[src/rtl/persistent_lattice_walk_step_core_defines.svh]
// assertion macros shared by the walker core
`ifndef PERSISTENT_LATTICE_WALK_STEP_CORE_DEFINES_SVH
`define PERSISTENT_LATTICE_WALK_STEP_CORE_DEFINES_SVH

// ante holds at a clock edge, cons must hold at the next one
`define PLWS_ASSERT_NEXT(label, clk, rst_n, ante, cons, msg) \
    label: assert property (@(posedge clk) disable iff (!rst_n) (ante) |=> (cons)) \
        else $error(msg);

// ante and cons at the same clock edge
`define PLWS_ASSERT_SAME(label, clk, rst_n, ante, cons, msg) \
    label: assert property (@(posedge clk) disable iff (!rst_n) (ante) |-> (cons)) \
        else $error(msg);

`endif

[src/rtl/plws_pkg.sv]
// types, codes and helpers of the lattice walker core
`default_nettype none

package plws_pkg;

    localparam int unsigned STEP_LENGTH_DEF = 1;
    localparam int unsigned RAND_BITS       = 16;

    localparam int unsigned RAND_W      = 16;
    localparam int unsigned POS_W       = 12;
    localparam int unsigned DIR_W       = 3;
    localparam int unsigned CNT_W       = 32;
    localparam int unsigned THR_W       = 17;
    localparam int unsigned LEN_W       = 11;
    localparam int unsigned TGT_W       = 10;
    localparam int unsigned DIST_W      = 11;
    localparam int unsigned CFG_IDX_W   = 3;
    localparam int unsigned CFG_DATA_W  = 17;
    localparam int unsigned IN_TDATA_W  = 56;
    localparam int unsigned OUT_TDATA_W = 96;

    // random fractions only carry RAND_BITS significant bits
    localparam logic [RAND_W-1:0] RAND_MASK = (RAND_BITS >= RAND_W) ? {RAND_W{1'b1}} :
                                              RAND_W'((64'd1 << RAND_BITS) - 64'd1);

    localparam logic [CFG_IDX_W-1:0] CFG_STRAIGHT = 3'd0;
    localparam logic [CFG_IDX_W-1:0] CFG_BACK     = 3'd1;
    localparam logic [CFG_IDX_W-1:0] CFG_LATTICE  = 3'd2;
    localparam logic [CFG_IDX_W-1:0] CFG_MODE     = 3'd3;
    localparam logic [CFG_IDX_W-1:0] CFG_ABSORB   = 3'd4;
    localparam logic [CFG_IDX_W-1:0] CFG_TARGET_X = 3'd5;
    localparam logic [CFG_IDX_W-1:0] CFG_TARGET_Y = 3'd6;
    localparam logic [CFG_IDX_W-1:0] CFG_DETECT   = 3'd7;

    localparam logic [1:0] MODE_NONE     = 2'd0;
    localparam logic [1:0] MODE_PERIODIC = 2'd1;
    localparam logic [1:0] MODE_ABSORB   = 2'd2;
    localparam logic [1:0] MODE_LATERAL  = 2'd3;

    localparam logic [DIR_W-1:0] DIR_RIGHT = 3'd1;
    localparam logic [DIR_W-1:0] DIR_UP    = 3'd2;
    localparam logic [DIR_W-1:0] DIR_LEFT  = 3'd3;
    localparam logic [DIR_W-1:0] DIR_DOWN  = 3'd4;

    localparam logic OP_PLACE = 1'b1;

    typedef struct packed {
        logic [THR_W-1:0]  straight_thr;
        logic [THR_W-1:0]  back_thr;
        logic [LEN_W-1:0]  lattice_size;
        logic [1:0]        mode;
        logic [THR_W-1:0]  absorb_thr;
        logic [TGT_W-1:0]  target_x;
        logic [TGT_W-1:0]  target_y;
        logic [DIST_W-1:0] detect_dist;
    } t_cfg;

    typedef struct packed {
        logic              op;
        logic [RAND_W-1:0] rand_dir;
        logic              rand_turn;
        logic [RAND_W-1:0] rand_absorb;
        logic [TGT_W-1:0]  place_x;
        logic [TGT_W-1:0]  place_y;
        logic [DIR_W-1:0]  place_dir;
    } t_item;

    typedef struct packed {
        logic signed [POS_W-1:0] x;
        logic signed [POS_W-1:0] y;
        logic [DIR_W-1:0]        dir;
        logic [CNT_W-1:0]        refl;
        logic [CNT_W-1:0]        absorbed;
    } t_walk;

    // fold any code into 1..4, only the low two bits matter
    function automatic logic [DIR_W-1:0] norm_dir(input logic [DIR_W-1:0] d);
        logic [1:0] t;
        t = d[1:0] + 2'd3;
        return {1'b0, t} + 3'd1;
    endfunction

endpackage

`default_nettype wire

[src/rtl/plws_step.sv]
// next walker state for one item: placing, heading choice, move, wrap and walls
`default_nettype none

module plws_step #(
    parameter int unsigned STEP_LENGTH = plws_pkg::STEP_LENGTH_DEF
) (
    input  plws_pkg::t_cfg  i_cfg,
    input  plws_pkg::t_item i_item,
    input  plws_pkg::t_walk i_cur,
    output plws_pkg::t_walk o_nxt
);
    import plws_pkg::*;

    localparam logic signed [POS_W-1:0] STEP = POS_W'(STEP_LENGTH);

    function automatic logic signed [POS_W-1:0] wrap_axis(
        input logic signed [POS_W-1:0] v,
        input logic [LEN_W-1:0]        len
    );
        logic [POS_W-1:0] vu;
        logic [POS_W-1:0] lu;
        vu = v;
        lu = {1'b0, len};
        if (v[POS_W-1]) begin
            return $signed(vu + lu);
        end else if (vu >= lu) begin
            return $signed(vu - lu);
        end
        return v;
    endfunction

    function automatic logic [CNT_W-1:0] sat_inc(input logic [CNT_W-1:0] c);
        return (c == {CNT_W{1'b1}}) ? c : c + 32'd1;
    endfunction

    logic [RAND_W-1:0]       dir_frac;
    logic [RAND_W-1:0]       abs_frac;
    logic                    go_turn;
    logic                    go_back;
    logic [DIR_W-1:0]        mv_dir;
    logic signed [POS_W-1:0] mv_x;
    logic signed [POS_W-1:0] mv_y;
    logic [POS_W:0]          wall_hi;
    logic                    on_wall;
    logic                    reflect;
    logic signed [POS_W-1:0] wall_x;
    logic signed [POS_W-1:0] wall_y;
    logic [DIR_W-1:0]        wall_dir;

    // heading choice and free move
    always_comb begin
        dir_frac = i_item.rand_dir & RAND_MASK;
        go_turn  = {1'b0, dir_frac} >= i_cfg.back_thr;
        go_back  = {1'b0, dir_frac} >= i_cfg.straight_thr;
        if (go_turn) begin
            mv_dir = norm_dir(i_item.rand_turn ? i_cur.dir - 3'd1 : i_cur.dir + 3'd1);
        end else if (go_back) begin
            mv_dir = norm_dir(i_cur.dir + 3'd2);
        end else begin
            mv_dir = i_cur.dir;
        end
        mv_x = i_cur.x;
        mv_y = i_cur.y;
        case (mv_dir)
            DIR_RIGHT: begin
                mv_x = i_cur.x + STEP;
            end
            DIR_UP: begin
                mv_y = i_cur.y + STEP;
            end
            DIR_LEFT: begin
                mv_x = i_cur.x - STEP;
            end
            default: begin
                mv_y = i_cur.y - STEP;
            end
        endcase
    end

    // wall tests in priority order, lattice size may be below two
    always_comb begin
        abs_frac = i_item.rand_absorb & RAND_MASK;
        reflect  = {1'b0, abs_frac} <= i_cfg.absorb_thr;
        wall_hi  = {2'b00, i_cfg.lattice_size} - 13'd1;
        on_wall  = 1'b1;
        wall_x   = i_cur.x;
        wall_y   = i_cur.y;
        wall_dir = i_cur.dir;
        if (i_cur.x == '0) begin
            wall_x   = i_cur.x + STEP;
            wall_dir = DIR_RIGHT;
        end else if ({i_cur.x[POS_W-1], i_cur.x} == wall_hi) begin
            wall_x   = i_cur.x - STEP;
            wall_dir = DIR_LEFT;
        end else if (i_cur.y == '0) begin
            wall_y   = i_cur.y + STEP;
            wall_dir = DIR_UP;
        end else if ({i_cur.y[POS_W-1], i_cur.y} == wall_hi) begin
            wall_y   = i_cur.y - STEP;
            wall_dir = DIR_DOWN;
        end else begin
            on_wall = 1'b0;
        end
    end

    always_comb begin
        o_nxt = i_cur;
        if (i_item.op == OP_PLACE) begin
            o_nxt.x   = $signed({2'b00, i_item.place_x});
            o_nxt.y   = $signed({2'b00, i_item.place_y});
            o_nxt.dir = norm_dir(i_item.place_dir);
        end else begin
            case (i_cfg.mode)
                MODE_PERIODIC: begin
                    o_nxt.x   = wrap_axis(mv_x, i_cfg.lattice_size);
                    o_nxt.y   = wrap_axis(mv_y, i_cfg.lattice_size);
                    o_nxt.dir = mv_dir;
                end
                MODE_ABSORB: begin
                    if (!on_wall) begin
                        o_nxt.x   = mv_x;
                        o_nxt.y   = mv_y;
                        o_nxt.dir = mv_dir;
                    end else if (reflect) begin
                        o_nxt.x    = wall_x;
                        o_nxt.y    = wall_y;
                        o_nxt.dir  = wall_dir;
                        o_nxt.refl = sat_inc(i_cur.refl);
                    end else begin
                        o_nxt.absorbed = sat_inc(i_cur.absorbed);
                    end
                end
                MODE_NONE, MODE_LATERAL: begin
                    o_nxt = i_cur;
                end
                default: begin
                    o_nxt = i_cur;
                end
            endcase
        end
    end

endmodule

`default_nettype wire

[src/rtl/plws_detect.sv]
// manhattan distance test between walker and target
`default_nettype none

module plws_detect (
    input  logic signed [plws_pkg::POS_W-1:0] i_x,
    input  logic signed [plws_pkg::POS_W-1:0] i_y,
    input  logic [plws_pkg::TGT_W-1:0]        i_target_x,
    input  logic [plws_pkg::TGT_W-1:0]        i_target_y,
    input  logic [plws_pkg::DIST_W-1:0]       i_detect_dist,
    output logic                              o_found
);
    import plws_pkg::*;

    logic [POS_W:0] dx;
    logic [POS_W:0] dy;
    logic [POS_W:0] ax;
    logic [POS_W:0] ay;
    logic [POS_W:0] man_dist;

    // |dx| stays below 3072 and the sum below 6144, so 13 bits hold both
    always_comb begin
        dx       = {i_x[POS_W-1], i_x} - {3'b000, i_target_x};
        dy       = {i_y[POS_W-1], i_y} - {3'b000, i_target_y};
        ax       = dx[POS_W] ? 13'd0 - dx : dx;
        ay       = dy[POS_W] ? 13'd0 - dy : dy;
        man_dist = {1'b0, ax[POS_W-1:0]} + {1'b0, ay[POS_W-1:0]};
        o_found  = man_dist <= {2'b00, i_detect_dist};
    end

endmodule

`default_nettype wire

[src/rtl/persistent_lattice_walk_step_core.sv]
// top level of the persistent lattice walker step core
//
// one walker on a square lattice, advanced by one step or place item at a time
// input stream: tuser carries op, tdata the random fractions and place fields
// output stream: one result item per input item, in order, with position,
// heading, target flag and the two saturating wall counters
// config port: write enable, register index and data, taken at any edge
// with the enable high; write only while no item is in flight
// latency: an item accepted at edge n has its result valid after edge n+1,
// taken at edge n+2 at the earliest (input stage, then the state/result register)
// throughput: one item per cycle; the walker update is one combinational pass
// from the input stage into the state register, which doubles as the result
// the target flag is formed from the result register and the config
// reset clears the walker to (0,0) facing right, zeroes the counters, loads
// the config defaults and empties both stages
// a stalled receiver holds the result; the input stage still takes one more
// item, then tready drops until the result is taken
`default_nettype none
`include "persistent_lattice_walk_step_core_defines.svh"

module persistent_lattice_walk_step_core #(
    parameter int unsigned STEP_LENGTH = plws_pkg::STEP_LENGTH_DEF
) (
    input  logic                                i_clk,
    input  logic                                i_rst_n,
    input  logic                                i_cfg_we,
    input  logic [plws_pkg::CFG_IDX_W-1:0]      i_cfg_index,
    input  logic [plws_pkg::CFG_DATA_W-1:0]     i_cfg_data,
    input  logic                                i_s_axis_tvalid,
    output logic                                o_s_axis_tready,
    // rand_direction, rand_turn, rand_absorb, place_x, place_y, place_dir
    input  logic [plws_pkg::IN_TDATA_W-1:0]     i_s_axis_tdata,
    // op
    input  logic                                i_s_axis_tuser,
    output logic                                o_m_axis_tvalid,
    input  logic                                i_m_axis_tready,
    // pos_x, pos_y, heading, target_found, wall_hits, absorbed_steps, zero pad
    output logic [plws_pkg::OUT_TDATA_W-1:0]    o_m_axis_tdata
);
    import plws_pkg::*;

    t_cfg  r_cfg;
    t_item r_item;
    t_walk r_walk;
    t_walk n_walk;
    t_item in_item;
    logic  r_in_valid;
    logic  r_out_valid;
    logic  advance;
    logic  in_acc;
    logic  found;

    assign advance         = !r_out_valid || i_m_axis_tready;
    assign o_s_axis_tready = !r_in_valid || advance;
    assign in_acc          = i_s_axis_tvalid && o_s_axis_tready;

    always_comb begin
        in_item.op          = i_s_axis_tuser;
        in_item.rand_dir    = i_s_axis_tdata[15:0];
        in_item.rand_turn   = i_s_axis_tdata[16];
        in_item.rand_absorb = i_s_axis_tdata[32:17];
        in_item.place_x     = i_s_axis_tdata[42:33];
        in_item.place_y     = i_s_axis_tdata[52:43];
        in_item.place_dir   = i_s_axis_tdata[55:53];
    end

    always_ff @(posedge i_clk) begin
        if (in_acc) begin
            r_item <= in_item;
        end
    end

    always_ff @(posedge i_clk) begin
        if (!i_rst_n) begin
            r_cfg.straight_thr <= 17'd65536;
            r_cfg.back_thr     <= 17'd65536;
            r_cfg.lattice_size <= 11'd64;
            r_cfg.mode         <= MODE_PERIODIC;
            r_cfg.absorb_thr   <= 17'd65536;
            r_cfg.target_x     <= '0;
            r_cfg.target_y     <= '0;
            r_cfg.detect_dist  <= '0;
            r_in_valid         <= 1'b0;
            r_out_valid        <= 1'b0;
            r_walk.x           <= '0;
            r_walk.y           <= '0;
            r_walk.dir         <= DIR_RIGHT;
            r_walk.refl        <= '0;
            r_walk.absorbed    <= '0;
        end else begin
            if (i_cfg_we) begin
                case (i_cfg_index)
                    CFG_STRAIGHT: begin
                        r_cfg.straight_thr <= i_cfg_data;
                    end
                    CFG_BACK: begin
                        r_cfg.back_thr <= i_cfg_data;
                    end
                    CFG_LATTICE: begin
                        r_cfg.lattice_size <= i_cfg_data[LEN_W-1:0];
                    end
                    CFG_MODE: begin
                        r_cfg.mode <= i_cfg_data[1:0];
                    end
                    CFG_ABSORB: begin
                        r_cfg.absorb_thr <= i_cfg_data;
                    end
                    CFG_TARGET_X: begin
                        r_cfg.target_x <= i_cfg_data[TGT_W-1:0];
                    end
                    CFG_TARGET_Y: begin
                        r_cfg.target_y <= i_cfg_data[TGT_W-1:0];
                    end
                    CFG_DETECT: begin
                        r_cfg.detect_dist <= i_cfg_data[DIST_W-1:0];
                    end
                    default: begin
                    end
                endcase
            end
            if (o_s_axis_tready) begin
                r_in_valid <= i_s_axis_tvalid;
            end
            if (advance) begin
                r_out_valid <= r_in_valid;
            end
            // the walker state is the result register
            if (r_in_valid && advance) begin
                r_walk <= n_walk;
            end
        end
    end

    plws_step #(
        .STEP_LENGTH(STEP_LENGTH)
    ) u_step (
        .i_cfg  (r_cfg),
        .i_item (r_item),
        .i_cur  (r_walk),
        .o_nxt  (n_walk)
    );

    plws_detect u_detect (
        .i_x           (r_walk.x),
        .i_y           (r_walk.y),
        .i_target_x    (r_cfg.target_x),
        .i_target_y    (r_cfg.target_y),
        .i_detect_dist (r_cfg.detect_dist),
        .o_found       (found)
    );

    assign o_m_axis_tvalid = r_out_valid;
    assign o_m_axis_tdata  = {4'b0000, r_walk.absorbed, r_walk.refl, found, r_walk.dir,
                              r_walk.y, r_walk.x};

    `PLWS_ASSERT_NEXT(a_in_held, i_clk, i_rst_n, in_acc, r_in_valid, "accepted item lost")
    `PLWS_ASSERT_NEXT(a_out_loaded, i_clk, i_rst_n, r_in_valid && advance, r_out_valid, "result lost")
    `PLWS_ASSERT_NEXT(a_place_counts, i_clk, i_rst_n, r_in_valid && advance && r_item.op == OP_PLACE, $stable(r_walk.refl) && $stable(r_walk.absorbed), "place item changed counters")
    `PLWS_ASSERT_SAME(a_heading_ok, i_clk, i_rst_n, r_out_valid, r_walk.dir >= DIR_RIGHT && r_walk.dir <= DIR_DOWN, "heading out of range")

endmodule

`default_nettype wire
[config.mk]
export PLATFORM = sky130hd
export DESIGN_NAME = persistent_lattice_walk_step_core
export DESIGN_NICKNAME = d
export VERILOG_FILES = /design/src/rtl/plws_pkg.sv /design/src/rtl/plws_step.sv /design/src/rtl/plws_detect.sv /design/src/rtl/persistent_lattice_walk_step_core.sv
export VERILOG_INCLUDE_DIRS = /design/src /design/src/rtl
export SDC_FILE = /design/constraint.sdc
export NUM_CORES = 1
export LEC_CHECK = 0
export BUFFER_PORTS_ARGS = -buffer_cell sky130_fd_sc_hd__buf_4
export CAP_MARGIN = 15
export CORE_ASPECT_RATIO = 0.75
export CORE_MARGIN = 2
export CORE_UTILIZATION = 50
export DETAILED_ROUTE_END_ITERATION = 10
export PLACE_DENSITY = 0.78
export SETUP_SLACK_MARGIN = 0.15
export SYNTH_ARGS = -nofsm -noshare
export SYNTH_HDL_FRONTEND = slang
export SYNTH_SLANG_ARGS = --single-unit
[constraint.sdc]
create_clock -name i_clk -period 8.5 [get_ports i_clk]
set_input_delay 1.7 -clock i_clk [delete_from_list [all_inputs] [get_ports i_clk]]
set_output_delay 1.7 -clock i_clk [all_outputs]
set_load 0.1 [all_outputs]
==> reports/results.md, run 1 <==
| Item | Value |
|---|---|
| Unrepaired setup endpoints after global routing | no |
| Number of global-route vias before repair | 16.79k |
| Largest cells by area after synthesis | dfxtp_1 (21%), ha_1 (10%), edfxtp_1 (9.4%), nand2_1 (6.7%), a21oi_1 (6.0%) |
| Number of buffers inserted for hold repair after clock tree synthesis | 0 |
| RD Place Congestion | 1.012 |
| Class of the most critical hold timing path | reg2reg |
| Crit Path Class | reg2out |
| Remaining antenna violation count after routing | 0 |
| GRT Total Usage | 32.20% |
| Clock slew at reported path FFs | 0.06 ns |
| Clock latency on the worst-skew pair | 0.58 ns |
| Dominant register cell in the synthesized netlist | dfxtp_1 |
| Worst min-delay path endpoint | r_cfg[15] |
| Port Buffers | 174 |
| Startpoint kind of the worst setup timing path | flip-flop |
| Core area | 35660 µm² |
| Initial Util | 50.40% |
| Most instantiated cells after synthesis | nand2_1 (321), a21oi_1 (217), dfxtp_1 (188) |
| Worst hold slack | 0.4550 ns |
| Proportion of synthesized area in mux cells | 1.448% |
| Proportion of layout cells with a drive suffix above 1 | 13.53% |
| Outcome | complete, no violations |
| Post-synthesis share of cell area spent on full adders, half adders and majority gates | 11.15% |
| Area share of the largest cell type after synthesis | 20.94% |
| HPWL Detailed | 45930 µm |
| Largest net degree at the start of global routing | 76 |
| Power density cells | 267.4 nW/µm² |
| Number of detailed-route iterations in the first pass | 7 |
| Post-synthesis simple-gate area fraction | 22.69% |
| Remaining Overflow, GRT | 0 |
| Mapped Area | 17970 µm² |
| Peak supply drop | 0.0002262 V |
| Initial antenna violation count | 1 |
| Worst Setup SP | o_m_axis_tdata[12] |
| Dominant combinational cell family by area after synthesis | simple AND/OR/NAND/NOR gates |
| Standard-cell rows | 60 |
| Fraction of registers with async set or reset after synthesis | 0% |
| Die Width | 222.9 µm |
| Count of warnings emitted by yosys | 0 |
| Total clock buffers created by CTS | 27 |
| Post-synthesis cell count | 2303 |
| Static Leakage | 8.338 nW |
| Source of the worst register-to-register timing path | r_item[55] |
| Max-cap violations | 0 |
| Least-Margin Pin Slew | 1.214 ns |
| Clock sink count | 244 |
| Share of the cycle needed by the critical path after routing | 94.39% |
| Achievable clock frequency | 0.1246 GHz |
| Hold violation count in the final report | 0 |
| Arrival time at the worst endpoint | 6.32 ns |
| Maximum fanout encountered on the critical timing path | 7 |
| Worst-case headroom to the max-slew limit | 18.76% |
| Global-route wire length before repair | 95010 µm |
| Startpoint of the worst hold path | r_cfg[15] |
| Vert. Die Dim | 168.2 µm |
| Synth cell types | 86 |
| Vias | 17.79k |
| Avg Cell Area, Syn | 7.803 µm² |
| Fill cell instance count of the final layout | 3229 |
| Cell at the slowest stage of the critical path | fa_1 |
| Accumulated negative setup slack | 0 ns |
| CTS tree | built |
| Crit path time final | 8.023 ns |
| Most common cell on crit path | a21oi_2 |
| Capturing point of the worst reg2reg path | o_m_axis_tdata[16] |
| Count of cells along the worst register-to-register path | 22 |
| Count of nets after finishing | 2686 |
| Root buffer cell | clkbuf_16 |
| Post-synthesis cell type with the largest combined area | dfxtp_1 |
| Xor and xnor fraction of the mapped netlist area | 8.097% |
| Number of top-level pins | 180 |
| H-tree level count | 1 |
| Number of pins exceeding their max-slew limit in the final report | 0 |
| Detailed-route wire length | 62570 µm |
| Sequential area share after synthesis | 30.30% |
| Internal reg-to-reg setup slack | 1.32 ns |
| Crit-path leading delay family | compound AO/OA/AOI/OAI gates |
| Endpoints failing setup | 0 |
| Hold path depth | 2 |
| Wire per inst | 21.32 µm |
| Die Footprint | 37490 µm² |
| Final routed DRC violation total | 0 |
| Via density | 6.061 |
| Clock buffer depth | 3 |
| Area Growth Syn to Fin | 15.87% |
| Required @ worst endpoint | 6.80 ns |
| Clock Skews | 0.02660 ns |
| Dominant cell by count in the synthesized netlist | nand2_1 |
| Crit path buf inv count | 3 |
| Post-synthesis compound-gate area fraction | 20.03% |
| Number of synthesized flops with an enable pin | 56 |
| Slowest Stage Delay on Critical Path | 0.39 ns |
| Number of synthesized register bits | 244 |
| Starting DRT DRC Count | 1814 |
| Critical Path End Type | output port |
==> how the worst max path moves through the flow <==
| stage | cells after the start | endpoint | slack (ns) |
|---|---|---|---|
| after floorplan | 30 | o_m_axis_tdata[27] | 0.43 |
| after global placement | 29 | o_m_axis_tdata[27] | 0.37 |
| after detailed placement | 29 | o_m_axis_tdata[27] | 0.18 |
| after CTS | 29 | o_m_axis_tdata[27] | 0.16 |
| after global routing | 33 | o_m_axis_tdata[27] | 0.08 |
| final | 30 | o_m_axis_tdata[27] | 0.48 |
==> per-stage QoR <==
step                util [%]  instance area, µm²  setup slack [ns]  instances  power, mW
floorplan                  -               17980            0.4318       2306      3.421
global placement       55.34               19740            0.3679       2873      4.040
detailed placement     55.34               19740            0.1806       2873      4.119
CTS                    57.99               20680            0.1560       2924      5.372
global route           58.39               20820           0.08414       2934      5.873
finish                 58.39               20820            0.4770       2935      5.569
==> timing repair <==
item                       CTS  global route
setup endpoints to repair    1             1
gates resized for setup      7            19
buffers inserted             1             9
pin swaps                    2             9
==> sequential cells by signal, summed over array words and instances, names as in the netlist <==
signal,cells
o_m_axis_tvalid,1
r_item,56
o_m_axis_tdata,91
r_cfg,95
r_in_valid,1
==> area by class of cell <==
cell class                 instances  area, µm²  area share, %
clock buffer                      36      792.0          3.804
tap                              465      581.8          2.794
multi-input combinational       1773      11490          55.20
sequential                       244       5445          26.15
timing repair buffer             230       1738          8.346
antenna                            1      2.502        0.01202
inverter                         172      648.1          3.113
clock inverter                    14      120.1         0.5769
==> worst min-delay path, delay by kind of cell (launching register included) <==
kind,cells,cell delay (ns)
AOI/OAI and AO/OA,1,0.05
DFF,1,0.31
and+or+nand+nor,1,0.05
==> report_power, final <==
part           total (mW)  switching [mW]  internal [mW]
Combinational        3.09            1.88           1.20
Sequential           1.27          0.0452           1.23
Clock                1.21           0.539          0.669
Total                5.57            2.47           3.10
==> layer usage <==
layer,up-vias,global-route usage [%],share of wire (%)
met2,887,50.27,43
met1,8345,42.40,42
met4,0,12.14,4.0
met5,-,0,0
met3,141,9.058,11
li1,8415,-,-
==> cells in the final DEF (no fill, tap or decap), types with 32 or more instances in the layout <==
master    count
a21oi_1     206
and3_1       32
buf_4       227
dfxtp_1     188
edfxtp_1     56
ha_1        148
inv_1       168
nand2_1     321
nand3_1      80
nand4_1      33
nor2_1      172
nor3_1       45
o21ai_0     111
or3_1        45
xnor2_1     104
xor2_1       57
==> kinds of logic after synthesis <==
family / after synthesis
compound gates: 569
xor+xnor: 163
fa+ha+maj: 156
buf+inv: 289
flops: 244
mux: 25
other cells: 1
simple gates: 856
Note: power is estimated with default switching activity, not from simulation.
==> run 2, diff against run 1 <==
==> constraint.sdc (replaced) <==
create_clock -name i_clk -period 10 [get_ports i_clk]
set_input_delay 2 -clock i_clk [delete_from_list [all_inputs] [get_ports i_clk]]
set_output_delay 2 -clock i_clk [all_outputs]
set_load 0.1 [all_outputs]
==> reports/results.md, run 2 (same netlist as run 1, synthesis figures left out) <==
| Item | Value |
|---|---|
| Total power after layout | 4.493 mW |
| Die Footprint | 37490 µm² |
| Required @ worst endpoint | 8.00 ns |
| HPWL Detailed | 43900 µm |
| Endpoints failing setup | 0 |
| Remaining antenna violation count after routing | 0 |
| Initial Util | 50.40% |
| Maximum fanout encountered on the critical timing path | 15 |
| Clock sink count | 244 |
| Core area | 35660 µm² |
| Clock buffer depth | 3 |
| Most frequent standard cell in the layout excluding fill and tap cells | nand2_1 |
| Root buffer cell | clkbuf_16 |
| Design area | 20500 µm² |
| Antenna Cells | 0 |
| Peak supply drop | 0.0002001 V |
| Accumulated negative setup slack | 0 ns |
| Fill cell instance count of the final layout | 3163 |
| Area Growth Syn to Fin | 14.09% |
| H-tree level count | 1 |
| Max-cap violations | 0 |
| Die Width | 222.9 µm |
| Vias | 17.71k |
| Outcome | complete, no violations |
| Largest net degree at the start of global routing | 86 |
| Placed instance count | 2858 |
| Share of the core filled with cells | 57.50% |
| Initial antenna violation count | 2 |
| Standard-cell rows | 60 |
| Startpoint kind of the worst setup timing path | flip-flop |
| Slowest Stage Delay on Critical Path | 0.49 ns |
| Arrival time at the worst endpoint | 7.25 ns |
| RD Place Congestion | 1.023 |
| Worst-case headroom to the max-slew limit | 24.14% |
| Global-route wire length before repair | 92050 µm |
| Clock latency on the worst-skew pair | 0.57 ns |
| Number of top-level pins | 180 |
| Number of detailed-route iterations in the first pass | 7 |
| Clock slew at reported path FFs | 0.06 ns |
| Remaining Overflow, GRT | 0 |
| Crit Path Class | reg2out |
| Crit path time final | 9.247 ns |
| Total clock buffers created by CTS | 26 |
| Cell at the slowest stage of the critical path | fa_1 |
| Critical Path End Type | output port |
| Placement Cell Area | 19620 µm² |
| Count of nets after finishing | 2664 |
| Final routed DRC violation total | 0 |
| Via density | 6.085 |
| Achievable clock frequency | 0.1081 GHz |
| Unrepaired setup endpoints after global routing | no |
| Power density cells | 219.2 nW/µm² |
| Top library cells by usage in the layout, fill and taps aside | nand2_1 (321), a21oi_1 (216), buf_4 (207) |
| Port Buffers | 174 |
| Share of the cycle needed by the critical path after routing | 92.47% |
| Vert. Die Dim | 168.2 µm |
| CTS tree | built |
| Least-Margin Pin Slew | 1.130 ns |
| Static Leakage | 8.170 nW |
| Class of the most critical hold timing path | reg2reg |
| Starting DRT DRC Count | 1817 |
| Number of flip-flops under the largest register name | 95 |
| Number of pins exceeding their max-slew limit in the final report | 0 |
| GRT Total Usage | 30.70% |
| Hold violation count in the final report | 0 |
| Most flop-heavy register | r_cfg |
| Number of global-route vias before repair | 16.82k |
| Clock Skews | 0.01596 ns |
| Non-filler instance count after layout | 2911 |
| Wire per inst | 20.40 µm |
| Proportion of layout cells with a drive suffix above 1 | 11.77% |
| Detailed-route wire length | 59380 µm |
| Most common cell on crit path | a21oi_1 |
| Number of buffers inserted for hold repair after clock tree synthesis | 0 |
## run 2: cell count changes in the layout (fill, tap and decap cells not counted), sizes merged
cell      previous run  this run
clkinvlp             1         3
diode                1         0
clkbuf              36        34
buf                230       208
inv                173       172
## run 2: what timing repair did
action | in CTS | in global routing
resized for setup | 0 | 5
setup endpoints to repair | 0 | 1
hold endpoints to repair | 0 | 0
setup buffers | 0 | 3
## run 2: metal layers
layer	wire [µm]	up-vias	track usage [%]
li1	-	8358	-
met1	24540	8274	40.05
met2	25860	910	48.65
met3	6676	170	8.709
met4	2287	2	10.91
met5	14	-	0
## run 2: per-stage QoR
stage	hold slack [ns]	setup slack, ns
after floorplan	0.4363	1.632
after global placement	0.4428	1.449
after detailed placement	0.4463	1.045
after CTS	0.4549	0.4521
after global routing	0.4736	0.2065
final	0.4532	0.7531
## run 2: layout make-up
class	count	area, µm²	area share [%]
tap	465	581.8	2.838
clock inverter	15	118.9	0.5797
clock buffer	33	706.9	3.448
sequential	244	5445	26.56
timing repair buffer	209	1570	7.659
inverter	172	648.1	3.161
multi-input combinational	1773	11430	55.76
## run 2: worst max-delay path, delay by kind of cell (launching register included)
family	cells	cell delay, ns
adder cells (fa/ha/maj)	4	1.37
AO/OA/AOI/OAI	19	3.74
buffers and inverters	4	0.74
XOR/XNOR	1	0.11
AND/OR/NAND/NOR	2	0.42
flip-flops	1	0.30
## run 2: worst paths after layout
path,from,to,slack [ns],cells after the start
min reg2reg,r_cfg[66],r_cfg[66],0.45,2
max reg2reg,r_item[54],o_m_axis_tdata[7],3.10,18
min,r_cfg[66],r_cfg[66],0.45,2
max,o_m_axis_tdata[12],o_m_axis_tdata[27],0.75,30
## run 2: power breakdown
group          internal, mW  switching (mW)
Clock                 0.509           0.435
Sequential             1.04          0.0436
Combinational         0.944            1.52
